===== src/hdl/cdcs_pkg.sv =====
// ----------------------------------------------------------------------------
// cdcs_pkg
// Shared types, codes and the deck word sequence table for the cassette deck
// command sequencer.
// ----------------------------------------------------------------------------
package cdcs_pkg;

	localparam int unsigned QUEUE_DEPTH = 4;

	localparam logic [15:0] TAPE_END_TICKS_RST = 16'd47058;
	localparam logic [5:0]  DECK_LINES_RST     = 6'd18;

	typedef enum logic [1:0] {
		ACT_COMMAND = 2'd0,
		ACT_COUNTER = 2'd1,
		ACT_TICK    = 2'd2,
		ACT_NONE    = 2'd3
	} action_t;

	typedef enum logic [1:0] {
		MODE_STOP = 2'd0,
		MODE_PLAY = 2'd1,
		MODE_FF   = 2'd2,
		MODE_REW  = 2'd3
	} mode_t;

	// active-high command bits after inversion
	localparam int unsigned CMD_STOP     = 0;
	localparam int unsigned CMD_AUTOREW  = 1;
	localparam int unsigned CMD_PLAY     = 2;
	localparam int unsigned CMD_AUTOPLAY = 4;
	localparam int unsigned CMD_FF       = 5;
	localparam int unsigned CMD_REW      = 7;

	// segment slots of a job, run lowest first
	localparam int unsigned SLOT_STOP0  = 0;
	localparam int unsigned SLOT_PRE    = 1;
	localparam int unsigned SLOT_PLAY   = 2;
	localparam int unsigned SLOT_STOP1  = 3;
	localparam int unsigned SLOT_FF     = 4;
	localparam int unsigned SLOT_STOP2  = 5;
	localparam int unsigned SLOT_REW    = 6;
	localparam int unsigned SLOT_STATUS = 7;
	localparam int unsigned NUM_SLOTS   = 8;

	typedef struct packed {
		logic [NUM_SLOTS-1:0] slots;
		logic                 tape_end;
	} job_t;

	typedef struct packed {
		logic [5:0] word;
		logic [5:0] hold;
		logic       seg_end;
	} seq_entry_t;

	// table start of each word segment
	localparam logic [4:0] SEQ_STOP = 5'd0;
	localparam logic [4:0] SEQ_PRE  = 5'd2;
	localparam logic [4:0] SEQ_PLAY = 5'd3;
	localparam logic [4:0] SEQ_FF   = 5'd8;
	localparam logic [4:0] SEQ_REW  = 5'd13;

	function automatic logic [4:0] slot_start(input logic [2:0] slot);
		logic [4:0] s;
		case (slot)
			3'(SLOT_PRE):  s = SEQ_PRE;
			3'(SLOT_PLAY): s = SEQ_PLAY;
			3'(SLOT_FF):   s = SEQ_FF;
			3'(SLOT_REW):  s = SEQ_REW;
			default:       s = SEQ_STOP;
		endcase
		return s;
	endfunction

	function automatic seq_entry_t seq_rom(input logic [4:0] addr);
		seq_entry_t e;
		case (addr)
			5'd0:    e = '{6'd26, 6'd15, 1'b0};
			5'd1:    e = '{6'd18, 6'd0,  1'b1};
			5'd2:    e = '{6'd26, 6'd5,  1'b1};
			5'd3:    e = '{6'd18, 6'd5,  1'b0};
			5'd4:    e = '{6'd50, 6'd15, 1'b0};
			5'd5:    e = '{6'd18, 6'd35, 1'b0};
			5'd6:    e = '{6'd22, 6'd15, 1'b0};
			5'd7:    e = '{6'd18, 6'd0,  1'b1};
			5'd8:    e = '{6'd18, 6'd5,  1'b0};
			5'd9:    e = '{6'd50, 6'd15, 1'b0};
			5'd10:   e = '{6'd18, 6'd35, 1'b0};
			5'd11:   e = '{6'd19, 6'd15, 1'b0};
			5'd12:   e = '{6'd18, 6'd0,  1'b1};
			5'd13:   e = '{6'd16, 6'd5,  1'b0};
			5'd14:   e = '{6'd48, 6'd15, 1'b0};
			5'd15:   e = '{6'd16, 6'd15, 1'b0};
			5'd16:   e = '{6'd18, 6'd20, 1'b0};
			5'd17:   e = '{6'd19, 6'd15, 1'b0};
			5'd18:   e = '{6'd18, 6'd0,  1'b1};
			default: e = '{6'd18, 6'd0,  1'b1};
		endcase
		return e;
	endfunction

endpackage


===== src/hdl/cdcs_front.sv =====
// ----------------------------------------------------------------------------
// cdcs_front
// Accepts input words, keeps deck mode and tape-end timer, and turns each
// word that needs output into a job of word segments for the back end.
// ----------------------------------------------------------------------------
module cdcs_front (
	input  logic                clk,
	input  logic                arst_n,
	input  logic                cfg_wr_en,
	input  logic [15:0]         cfg_wr_data,
	input  logic                in_valid,
	output logic                in_stall,
	input  logic [1:0]          action,
	input  logic [7:0]          command_pins,
	input  logic                q_full,
	output logic                push,
	output cdcs_pkg::job_t      push_job
);

	logic [15:0]     ticks_q;
	cdcs_pkg::mode_t mode_q, mode_d;
	logic            first_q, first_d;
	logic [15:0]     cnt_q, cnt_d;
	logic            timer_q, timer_d;
	logic            te_q, te_d;

	logic [7:0]      act;
	logic [15:0]     cnt_inc;
	logic            accept;
	logic            has_job;
	cdcs_pkg::job_t  job;

	assign in_stall = q_full;
	assign accept   = in_valid && !q_full;
	assign act      = ~(command_pins | 8'h08);
	assign cnt_inc  = cnt_q + 16'd1;

	always_comb begin
		cdcs_pkg::mode_t m;
		m          = mode_q;
		mode_d     = mode_q;
		first_d    = first_q;
		cnt_d      = cnt_q;
		timer_d    = timer_q;
		te_d       = te_q;
		job.slots  = '0;
		job.tape_end = te_q;
		case (cdcs_pkg::action_t'(action))
			cdcs_pkg::ACT_COMMAND: begin
				first_d = 1'b0;
				if (act[cdcs_pkg::CMD_STOP]) begin
					if (m != cdcs_pkg::MODE_STOP) job.slots[cdcs_pkg::SLOT_STOP0] = 1'b1;
					m = cdcs_pkg::MODE_STOP;
				end
				if (act[cdcs_pkg::CMD_PLAY] && m != cdcs_pkg::MODE_PLAY) begin
					if (m != cdcs_pkg::MODE_STOP) job.slots[cdcs_pkg::SLOT_PRE] = 1'b1;
					job.slots[cdcs_pkg::SLOT_PLAY] = 1'b1;
					m = cdcs_pkg::MODE_PLAY;
				end
				if (act[cdcs_pkg::CMD_FF]) begin
					if (m != cdcs_pkg::MODE_STOP) job.slots[cdcs_pkg::SLOT_STOP1] = 1'b1;
					job.slots[cdcs_pkg::SLOT_FF] = 1'b1;
					m = cdcs_pkg::MODE_FF;
				end
				if (act[cdcs_pkg::CMD_REW]) begin
					if (m != cdcs_pkg::MODE_STOP) job.slots[cdcs_pkg::SLOT_STOP2] = 1'b1;
					job.slots[cdcs_pkg::SLOT_REW] = 1'b1;
					m = cdcs_pkg::MODE_REW;
				end
				mode_d = m;
			end
			cdcs_pkg::ACT_COUNTER: begin
				cnt_d   = '0;
				timer_d = 1'b1;
				te_d    = 1'b0;
				job.tape_end = 1'b0;
				job.slots[cdcs_pkg::SLOT_STATUS] = 1'b1;
			end
			cdcs_pkg::ACT_TICK: begin
				if (timer_q) begin
					cnt_d = cnt_inc;
					if (cnt_inc >= ticks_q) begin
						timer_d = 1'b0;
						te_d    = 1'b1;
						job.tape_end = 1'b1;
						if (mode_q == cdcs_pkg::MODE_REW && act[cdcs_pkg::CMD_AUTOPLAY]
								&& !first_q) begin
							job.slots[cdcs_pkg::SLOT_PRE]  = 1'b1;
							job.slots[cdcs_pkg::SLOT_PLAY] = 1'b1;
							mode_d = cdcs_pkg::MODE_PLAY;
						end else if (mode_q == cdcs_pkg::MODE_PLAY
								&& act[cdcs_pkg::CMD_AUTOREW] && !first_q) begin
							job.slots[cdcs_pkg::SLOT_STOP2] = 1'b1;
							job.slots[cdcs_pkg::SLOT_REW]   = 1'b1;
							mode_d = cdcs_pkg::MODE_REW;
						end else begin
							job.slots[cdcs_pkg::SLOT_STATUS] = 1'b1;
							mode_d = cdcs_pkg::MODE_STOP;
						end
					end
				end
			end
			default: begin
			end
		endcase
	end

	assign has_job  = |job.slots;
	assign push     = accept && has_job;
	assign push_job = job;

	always_ff @(posedge clk or negedge arst_n) begin
		if (!arst_n) begin
			ticks_q <= cdcs_pkg::TAPE_END_TICKS_RST;
		end else if (cfg_wr_en) begin
			ticks_q <= cfg_wr_data;
		end
	end

	always_ff @(posedge clk or negedge arst_n) begin
		if (!arst_n) begin
			mode_q  <= cdcs_pkg::MODE_REW;
			first_q <= 1'b1;
			cnt_q   <= '0;
			timer_q <= 1'b0;
			te_q    <= 1'b1;
		end else if (accept) begin
			mode_q  <= mode_d;
			first_q <= first_d;
			cnt_q   <= cnt_d;
			timer_q <= timer_d;
			te_q    <= te_d;
		end
	end

endmodule


===== src/hdl/cdcs_queue.sv =====
// ----------------------------------------------------------------------------
// cdcs_queue
// Short job queue between the front end and the word sequencer.
// ----------------------------------------------------------------------------
module cdcs_queue #(
	parameter int unsigned DEPTH = cdcs_pkg::QUEUE_DEPTH
) (
	input  logic           clk,
	input  logic           arst_n,
	input  logic           push,
	input  cdcs_pkg::job_t push_job,
	output logic           full,
	input  logic           pop,
	output logic           not_empty,
	output cdcs_pkg::job_t pop_job
);

	localparam int unsigned PW = (DEPTH > 1) ? $clog2(DEPTH) : 1;
	localparam int unsigned CW = $clog2(DEPTH + 1);

	cdcs_pkg::job_t mem_q [DEPTH];
	logic [PW-1:0]  wr_ptr_q, rd_ptr_q;
	logic [CW-1:0]  count_q;
	logic           do_push, do_pop;

	assign full      = (count_q == CW'(DEPTH));
	assign not_empty = (count_q != '0);
	assign do_push   = push && !full;
	assign do_pop    = pop && not_empty;
	assign pop_job   = mem_q[rd_ptr_q];

	always_ff @(posedge clk) begin
		if (do_push) begin
			mem_q[wr_ptr_q] <= push_job;
		end
	end

	always_ff @(posedge clk or negedge arst_n) begin
		if (!arst_n) begin
			wr_ptr_q <= '0;
			rd_ptr_q <= '0;
			count_q  <= '0;
		end else begin
			if (do_push) begin
				wr_ptr_q <= (wr_ptr_q == PW'(DEPTH - 1)) ? '0 : wr_ptr_q + PW'(1);
			end
			if (do_pop) begin
				rd_ptr_q <= (rd_ptr_q == PW'(DEPTH - 1)) ? '0 : rd_ptr_q + PW'(1);
			end
			case ({do_push, do_pop})
				2'b10:   count_q <= count_q + CW'(1);
				2'b01:   count_q <= count_q - CW'(1);
				default: count_q <= count_q;
			endcase
		end
	end

endmodule


===== src/hdl/cdcs_back.sv =====
// ----------------------------------------------------------------------------
// cdcs_back
// Word sequencer: walks each job's segments through the sequence table and
// drives one result word per cycle, unless stalled, into the output register.
// ----------------------------------------------------------------------------
module cdcs_back (
	input  logic           clk,
	input  logic           arst_n,
	input  logic           q_not_empty,
	input  cdcs_pkg::job_t q_job,
	output logic           q_pop,
	output logic           out_valid,
	input  logic           out_stall,
	output logic [5:0]     deck_word,
	output logic [5:0]     hold_ms,
	output logic           word_valid,
	output logic           tape_end,
	output logic           last_of_run
);

	logic [cdcs_pkg::NUM_SLOTS-1:0] slots_q, slot_oh, rest;
	logic                           te_q;
	logic [2:0]                     off_q;
	logic [5:0]                     lines_q;

	logic                           out_valid_q;
	logic [5:0]                     word_q, hold_q;
	logic                           wvalid_q, te_out_q, last_q;

	logic [2:0]                     slot_idx;
	logic                           is_status, seg_end, produce;
	cdcs_pkg::seq_entry_t           entry;

	always_comb begin
		slot_idx = '0;
		for (int i = cdcs_pkg::NUM_SLOTS - 1; i >= 0; i--) begin
			if (slots_q[i]) slot_idx = 3'(i);
		end
	end

	assign slot_oh   = {{(cdcs_pkg::NUM_SLOTS-1){1'b0}}, 1'b1} << slot_idx;
	assign rest      = slots_q & ~slot_oh;
	assign is_status = (slot_idx == 3'(cdcs_pkg::SLOT_STATUS));
	assign entry     = cdcs_pkg::seq_rom(cdcs_pkg::slot_start(slot_idx) + {2'b00, off_q});
	assign seg_end   = is_status || entry.seg_end;
	assign produce   = (slots_q != '0) && (!out_valid_q || !out_stall);
	assign q_pop     = (slots_q == '0) && q_not_empty;

	always_ff @(posedge clk or negedge arst_n) begin
		if (!arst_n) begin
			slots_q <= '0;
			te_q    <= 1'b1;
			off_q   <= '0;
			lines_q <= cdcs_pkg::DECK_LINES_RST;
		end else if (q_pop) begin
			slots_q <= q_job.slots;
			te_q    <= q_job.tape_end;
			off_q   <= '0;
		end else if (produce) begin
			if (!is_status) lines_q <= entry.word;
			if (seg_end) begin
				slots_q <= rest;
				off_q   <= '0;
			end else begin
				off_q <= off_q + 3'd1;
			end
		end
	end

	always_ff @(posedge clk or negedge arst_n) begin
		if (!arst_n) begin
			out_valid_q <= 1'b0;
		end else if (produce) begin
			out_valid_q <= 1'b1;
		end else if (!out_stall) begin
			out_valid_q <= 1'b0;
		end
	end

	// status-only words show the lines as last written
	always_ff @(posedge clk) begin
		if (produce) begin
			word_q   <= is_status ? lines_q : entry.word;
			hold_q   <= is_status ? 6'd0 : entry.hold;
			wvalid_q <= !is_status;
			te_out_q <= te_q;
			last_q   <= seg_end && (rest == '0);
		end
	end

	assign out_valid   = out_valid_q;
	assign deck_word   = word_q;
	assign hold_ms     = hold_q;
	assign word_valid  = wvalid_q;
	assign tape_end    = te_out_q;
	assign last_of_run = last_q;

endmodule


===== src/hdl/cassette_deck_command_sequencer.sv =====
// ----------------------------------------------------------------------------
// cassette_deck_command_sequencer
// Turns command pin changes, tape counter edges and timer ticks into timed
// deck line words.
// ----------------------------------------------------------------------------
// The front end takes one input word per cycle while its job queue has room,
// updates the deck mode and tape-end timer at once and queues a job if the word
// needs output. The back end sends one result word per cycle while the output
// is not stalled, pausing between jobs to fetch the next from the queue; items
// that cause no result never reach the back end. The job queue depth sets how
// far the front end can run ahead of the output.
module cassette_deck_command_sequencer #(
	parameter int unsigned QUEUE_DEPTH = cdcs_pkg::QUEUE_DEPTH
) (
	input  logic        clk,
	input  logic        arst_n,
	input  logic        cfg_wr_en,
	input  logic [15:0] cfg_wr_data,
	input  logic        in_valid,
	output logic        in_stall,
	input  logic [1:0]  action,
	input  logic [7:0]  command_pins,
	output logic        out_valid,
	input  logic        out_stall,
	output logic [5:0]  deck_word,
	output logic [5:0]  hold_ms,
	output logic        word_valid,
	output logic        tape_end,
	output logic        last_of_run
);

	logic           q_full, q_not_empty, push, pop;
	cdcs_pkg::job_t push_job, pop_job;

	cdcs_front u_front (
		.clk          (clk),
		.arst_n       (arst_n),
		.cfg_wr_en    (cfg_wr_en),
		.cfg_wr_data  (cfg_wr_data),
		.in_valid     (in_valid),
		.in_stall     (in_stall),
		.action       (action),
		.command_pins (command_pins),
		.q_full       (q_full),
		.push         (push),
		.push_job     (push_job)
	);

	cdcs_queue #(
		.DEPTH (QUEUE_DEPTH)
	) u_queue (
		.clk       (clk),
		.arst_n    (arst_n),
		.push      (push),
		.push_job  (push_job),
		.full      (q_full),
		.pop       (pop),
		.not_empty (q_not_empty),
		.pop_job   (pop_job)
	);

	cdcs_back u_back (
		.clk         (clk),
		.arst_n      (arst_n),
		.q_not_empty (q_not_empty),
		.q_job       (pop_job),
		.q_pop       (pop),
		.out_valid   (out_valid),
		.out_stall   (out_stall),
		.deck_word   (deck_word),
		.hold_ms     (hold_ms),
		.word_valid  (word_valid),
		.tape_end    (tape_end),
		.last_of_run (last_of_run)
	);

endmodule


===== config.mk =====
export PLATFORM = sky130hd
export DESIGN_NAME = cassette_deck_command_sequencer
export DESIGN_NICKNAME = d
export VERILOG_FILES = /design/src/hdl/cdcs_pkg.sv /design/src/hdl/cdcs_front.sv /design/src/hdl/cdcs_queue.sv /design/src/hdl/cdcs_back.sv /design/src/hdl/cassette_deck_command_sequencer.sv
export SDC_FILE = /design/constraint.sdc
export NUM_CORES = 1
export LEC_CHECK = 0
export BUFFER_PORTS_ARGS = -buffer_cell sky130_fd_sc_hd__buf_2
export CAP_MARGIN = 20
export CORE_UTILIZATION = 40
export CTS_CLUSTER_SIZE = 20
export DETAILED_ROUTE_END_ITERATION = 8
export MAX_ROUTING_LAYER = met4
export PLACE_DENSITY = 0.55
export SYNTH_ARGS = -nofsm -noshare
export SYNTH_HDL_FRONTEND = slang
export SYNTH_SLANG_ARGS = --single-unit

===== constraint.sdc =====
create_clock -name clk -period 5.05 [get_ports clk]
set_clock_uncertainty 0.05 [all_clocks]
set_input_delay 1.515 -clock clk [delete_from_list [all_inputs] [get_ports clk]]
set_output_delay 1.515 -clock clk [all_outputs]
set_load 0.03 [all_outputs]

# --- Word-level counts from Yosys, hierarchy flattened ---
# Memories as Yosys holds them, arrays and structs flattened.
# Cells that the tools add are included.
op_classes:
  n_bitwise: 4
  n_shift: 1
  n_eq_ne: 18
  magnitude_cmp: 1
  add_sub_neg: 7
  reduce_logical: 40
  mux: 63
op_table:
  columns: ["cell", "count"]
  rows:
  - ["3-bit 2-to-1 mux", 14]
  - ["2-bit 2-to-1 mux", 20]
  - ["16-bit one-hot mux with 2 select lines", 1]
  - ["8-bit 2-to-1 mux", 3]
  - ["2-bit nonzero test", 9]
  - ["16-bit by 1-bit adder with 16-bit output, second input constant", 1]
  - ["16-bit >= comparator", 1]
  - ["8-bit logical NOT", 2]
  - ["16-bit 2-to-1 mux", 1]
  - ["8-bit NOT", 2]
  - ["4-bit one-hot mux with 4 select lines", 1]
  - ["1-bit 2-to-1 mux", 15]
  - ["3-bit equality test, second input constant", 4]
  - ["1-bit logical AND", 12]
  - ["2-bit one-hot mux with 2 select lines", 3]
  - ["2-bit equality test, second input constant", 5]
  - ["8-bit bitwise AND", 1]
  - ["2-bit by 1-bit inequality test with 1-bit output, second input constant", 4]
  - ["2-bit AND reduction", 4]
  - ["8-bit nonzero test", 1]
  - ["8-bit OR reduction", 1]
  - ["1-bit by 3-bit << shifter with 8-bit output, first input constant", 1]
  - ["3-bit by 1-bit adder with 3-bit output, second input constant", 2]
  - ["2-bit by 1-bit equality test with 1-bit output, second input constant", 3]
  - ["other kinds (15)", 23]
word_totals:
  word_cells: 155
  mem_bits_ro: 384
  mem_bits_rw: 36
  mem_count: 2
  ff_bits: 78
memory_table:
  columns: ["memory", "depth", "word_bits", "rd", "rd_ports_with_merged_regs", "wr", "line", "source"]
  rows:
  - ["(name not given)", 32, 12, 1, 0, 0, "cdcs_pkg.sv:78", "case (addr)"]
  - ["u_queue.mem_q", 4, 9, 1, 0, 1, "cdcs_queue.sv:21", "cdcs_pkg::job_t mem_q [DEPTH];"]

# --- Depth between registers and ports, before layout ---
depth:
  ltp_word: 18
  ltp_mapped: 19

# --- By module ---
# From an unflattened synthesis, not the netlist that was laid out.
unflattened:
  cells_unflattened: 583
  area_unflattened_um2: 6302.3
by_module_without_submodules:
  columns: ["mod", "cells_each", "instances", "seq_area_each_um2", "area_each_um2"]
  rows:
  - ["cdcs_front", 286, 1, 943.4, 2491.1]
  - ["cdcs_back", 210, 1, 929.6, 2049.5]
  - ["cdcs_queue", 87, 1, 1256.2, 1761.7]

# --- Worst setup path after synthesis ---
# OpenSTA, ideal clock, no wires.
synth_path:
  path_kind: "reg-to-reg"
  startpoint: "register u_front.cnt_q[2]"
  endpoint: "register u_queue.count_q[2]"
  slack_ps: 789
  path_buffers: 0
  required_ps: 4921
  stages_incl_launch_ff: 19
  t_arrival_ps: 4131
  setup_time_ps: 79
  synth_period_minus_slack_ps: 4261
  cell_sequence: "dfrtp_1 -> nand4_1 -> nor3_1 -> nand3_1 -> or2_2 -> xnor2_1 -> ha_1 -> a21o_1 -> a21o_1 -> a221oi_1 -> o221a_2 -> nor2b_1 -> a22oi_2 -> ha_1 -> inv_1 -> fa_1 -> xor2_1 -> nor2_1 -> xor2_1"
synth_via:
  elab_chain_len: 10
  elab_cells_between_ends: 16
synth_lines:
  columns: ["item", "line", "source"]
  rows:
  - ["start, declared", "cdcs_front.sv:23", "logic [15:0] cnt_q, cnt_d;"]
  - ["start signal, assigned", "cdcs_front.sv:130", "cnt_q <= cnt_d;"]
  - ["16-bit by 1-bit adder with 16-bit output *", "cdcs_front.sv:36", "assign cnt_inc = cnt_q + 16'd1;"]
  - ["16-bit >= comparator *", "cdcs_front.sv:82", "if (cnt_inc >= ticks_q) begin"]
  - ["2-bit 2-to-1 mux or 3-bit 2-to-1 mux (tied branches)", "cdcs_front.sv:82", null]
  - ["2-bit 2-to-1 mux or 3-bit 2-to-1 mux (tied branches)", "cdcs_front.sv:80", "if (timer_q) begin"]
  - ["2-bit one-hot mux with 2 select lines or 1-bit one-hot mux with 2 select lines (tied branches)", "cdcs_front.sv:48", "case (cdcs_pkg::action_t'(action))"]
  - ["8-bit OR reduction *", "cdcs_front.sv:108", "assign has_job = |job.slots;"]
  - ["1-bit logical AND *", "cdcs_front.sv:109", "assign push = accept && has_job;"]
  - ["1-bit logical AND *", "cdcs_queue.sv:28", "assign do_push = push && !full;"]
  - ["2-bit by 1-bit equality test with 1-bit output or 2-bit equality test (tied branches)", "cdcs_queue.sv:50", "case ({do_push, do_pop})"]
  - ["3-bit one-hot mux with 2 select lines or 2-bit nonzero test (tied branches)", null, null]
  - ["end signal, assigned", "cdcs_queue.sv:51", "2'b10: count_q <= count_q + CW'(1);"]
  - ["end signal, assigned", "cdcs_queue.sv:52", "2'b01: count_q <= count_q - CW'(1);"]
  - ["end signal, assigned", "cdcs_queue.sv:53", "default: count_q <= count_q;"]
  - ["end, declared", "cdcs_queue.sv:23", "logic [CW-1:0] count_q;"]
# Every way passes the cells marked *; elsewhere a longest branch is shown, timed or not.
# A chain may end at the register's enable or synchronous reset.

# --- Worst setup path after layout ---
# Same ends and word-level chain as after synthesis.

==> results.tsv <==
metric	value	unit
path_class	register to register	
post-cts-setup-buffer-count	0	
cts_inserted_buffers	17	
row_count	45	
min_period	4660	ps
coreArea	0.0151	mm²
ctsHoldBuffers	0	
ys_ff_latch	114	
async_flop_share	55.3	%
dp_cells	797	
drv_cap	0	
ys_seq_area_share	50.6	%
dp_hpwl	8990	µm
htree_levels	4	
num_antenna_cells	0	
setup_tns	0	ps
syn-cell-area	0.00618	mm²
clock_latency	440	ps
tritoncts	yes	
post_dp_cell_area	0.00665	mm²
vias	4406	
cts_resized	0	
gp_congestion	0.857	
yosysWarnings	0	
fp.dieH	126	µm
setup_viol	0	
fin_worst_hold_slack	431	ps
synth_cell_type_count	65	
dp_slack	469	ps
drc	0	
hold_viol	0	
critical_path.max_fanout	7	
status	complete, no violations	
wirelength	12700	µm
first_pass_iters	5	
gr-total-overflow	0	
netlist_instances	572	
drive_above_1_share	22.5	%
initial_utilization	40.8	%
worst_slew_pin_slew	814	ps
final_common_cell	nand2_1	
die_area	0.0160	mm²
nets	697	
synth-main-ff-cell	edfxtp_1	
cp-end-kind	register	
area_growth	16.8	%
clock_path_buffers	2	
first_global_vias	4446	
synth_nets	641	
finalMaxSlewViolations	0	
p_leak	3.08	nW
max_clock_freq	0.215	GHz
grt_pass1_wl	21700	µm
portBuffers	45	
finalCritPeriodShare	92.3	%
avgSynthCellArea	10.8	µm²
crit_arrival	4960	ps
drt-initial-drc-count	247	
multi_input_area	0.00286	mm²
relSlewSlack	45.4	%
drtAntennaViolNets	0	
min_path_type	register to register	
post_drt_wl_per_cell	15.3	µm
start_kind	register	
n_fill_cell	1404	
required	5350	ps
clock_sinks	114	
grt_max_degree	39	
synth_edf_count	51	
power_density	511	mW/mm²
layout_common_cells	81 x nand2_1, 51 x edfxtp_1, 47 x o21ai_0	
vdd_drop_max	0.310	mV
rsz0062_at_grt	no	
antenna_found_initial	0	
design_area	0.00722	mm²
fin_cells	829	
regArea	0.00313	mm²
power	3.69	mW
viasPerCell	5.31	
worst_slack	389	ps
die_w	126	µm
grt_usage	18.3	%
ctsRootBufferMaster	clkbuf_16	
clkTransAtPathRegs	60	ps
reg2regPathDepth	18	
fin_util	47.7	%
hold_path_depth	2	
io_pins	48	
==> worst max-delay path, cell delays in order (launching register included) <==
cell,delay [ps]
dfrtp_1,430
nand4_1,210
nor3_1,360
nand3_1,200
or2_2,370
xnor2_1,140
ha_1,290
a21o_1,180
a21o_1,170
a221oi_1,290
o221a_2,300
nor2b_1,90
a22oi_2,350
ha_1,260
inv_1,60
fa_1,380
xor2_1,150
nor2_1,140
xor2_1,160
==> logic make-up after synthesis <==
kind of cell,Yosys count,synth area share [%]
AO/OA/AOI/OAI,135,14.5
XOR/XNOR,20,2.83
adder cells (fa/ha/maj),38,7.93
buffers and inverters,52,3.20
flip-flops,114,50.6
multiplexers,21,5.44
AND/OR/NAND/NOR,192,15.5
==> worst paths after layout <==
kind,startpoint,endpoint,slack (ps)
hold reg to reg,u_back.lines_q[1]$_DFFE_PN1P_,u_back.lines_q[1]$_DFFE_PN1P_,430
setup reg to reg,u_front.cnt_q[2]$_DFFE_PN0P_,u_queue.count_q[2]$_DFFE_PN0P_,390
min in group asynchronous,arst_n,u_front.ticks_q[14]$_DFFE_PN0P_,1070
hold / removal,u_back.lines_q[1]$_DFFE_PN1P_,u_back.lines_q[1]$_DFFE_PN1P_,430
max in group asynchronous,arst_n,u_front.ticks_q[13]$_DFFE_PN1P_,2890
setup / recovery,u_front.cnt_q[2]$_DFFE_PN0P_,u_queue.count_q[2]$_DFFE_PN0P_,390
==> report_power, final <==
part	total, mW	switching (mW)	internal, mW
Sequential	1.27	0.110	1.16
Clock	1.16	0.474	0.688
Combinational	1.26	0.759	0.499
==> layer usage <==
metal | vias up | global-route usage (%) | part of all wire (%)
met5 | - | - | 0
met4 | 0 | 9.28 | 2.3
met3 | 23 | 4.13 | 3.3
met2 | 85 | 29.6 | 48
met1 | 2107 | 21.4 | 46
li1 | 2191 | - | -
==> cell type report <==
type	instances	area share (%)
sequential	114	43.3
timing repair buffer	55	4.16
multi-input combinational	406	39.5
tap	188	3.26
clock inverter	15	2.06
inverter	34	1.77
clock buffer	17	5.89
==> registers in the layout, summed over array words and instances (netlist names) <==
register            cells
u_back.deck_word        6
u_back.hold_ms          6
u_back.last_of_run      1
u_back.lines_q          6
u_back.off_q            3
u_back.out_valid        1
u_back.slots_q          8
u_back.tape_end         1
u_back.te_q             1
u_back.word_valid       1
u_front.cnt_q          16
u_front.first_q         1
u_front.mode_q          2
u_front.te_q            1
u_front.ticks_q        16
u_front.timer_q         1
u_queue.count_q         3
u_queue.mem_q          36
u_queue.rd_ptr_q        2
u_queue.wr_ptr_q        2
==> cells in the mapped netlist, drive strengths merged, types with 2 or more instances <==
cell type  count  area (µm²)
o41ai          3        26.3
a211oi         4        35.0
fa             2        40.0
a31oi          6        37.5
dfrtp         46        1150
a32oi          2        17.5
a221oi         3        43.8
and2           3        18.8
nand2b         6        37.5
and4           2        17.5
edfxtp        51        1530
or3            5        36.3
clkbuf        13        48.8
clkinv         2        7.51
nor2          34         130
nor4           4        46.3
a22o           6        52.6
nor3           9        61.3
ha            36         450
nand3         19         100
inv           32         120
o211ai         2        15.0
o22ai          3        18.8
o31ai          7        52.6
dfstp         17         447
a21o          15         113
buf            5        21.3
xor2           8        70.1
nand4          5        31.3
and3           6        37.5
o21a           4        30.0
nand2         81         304
xnor2         12         105
a21boi         2        15.0
a21oi         20         100
o21ai         49         245
mux2          11         124
nor2b          9        56.3
or2            6        37.5
mux4           9         203
a22oi          2        20.0
No activity file was read; power rests on OpenSTA's default activity.
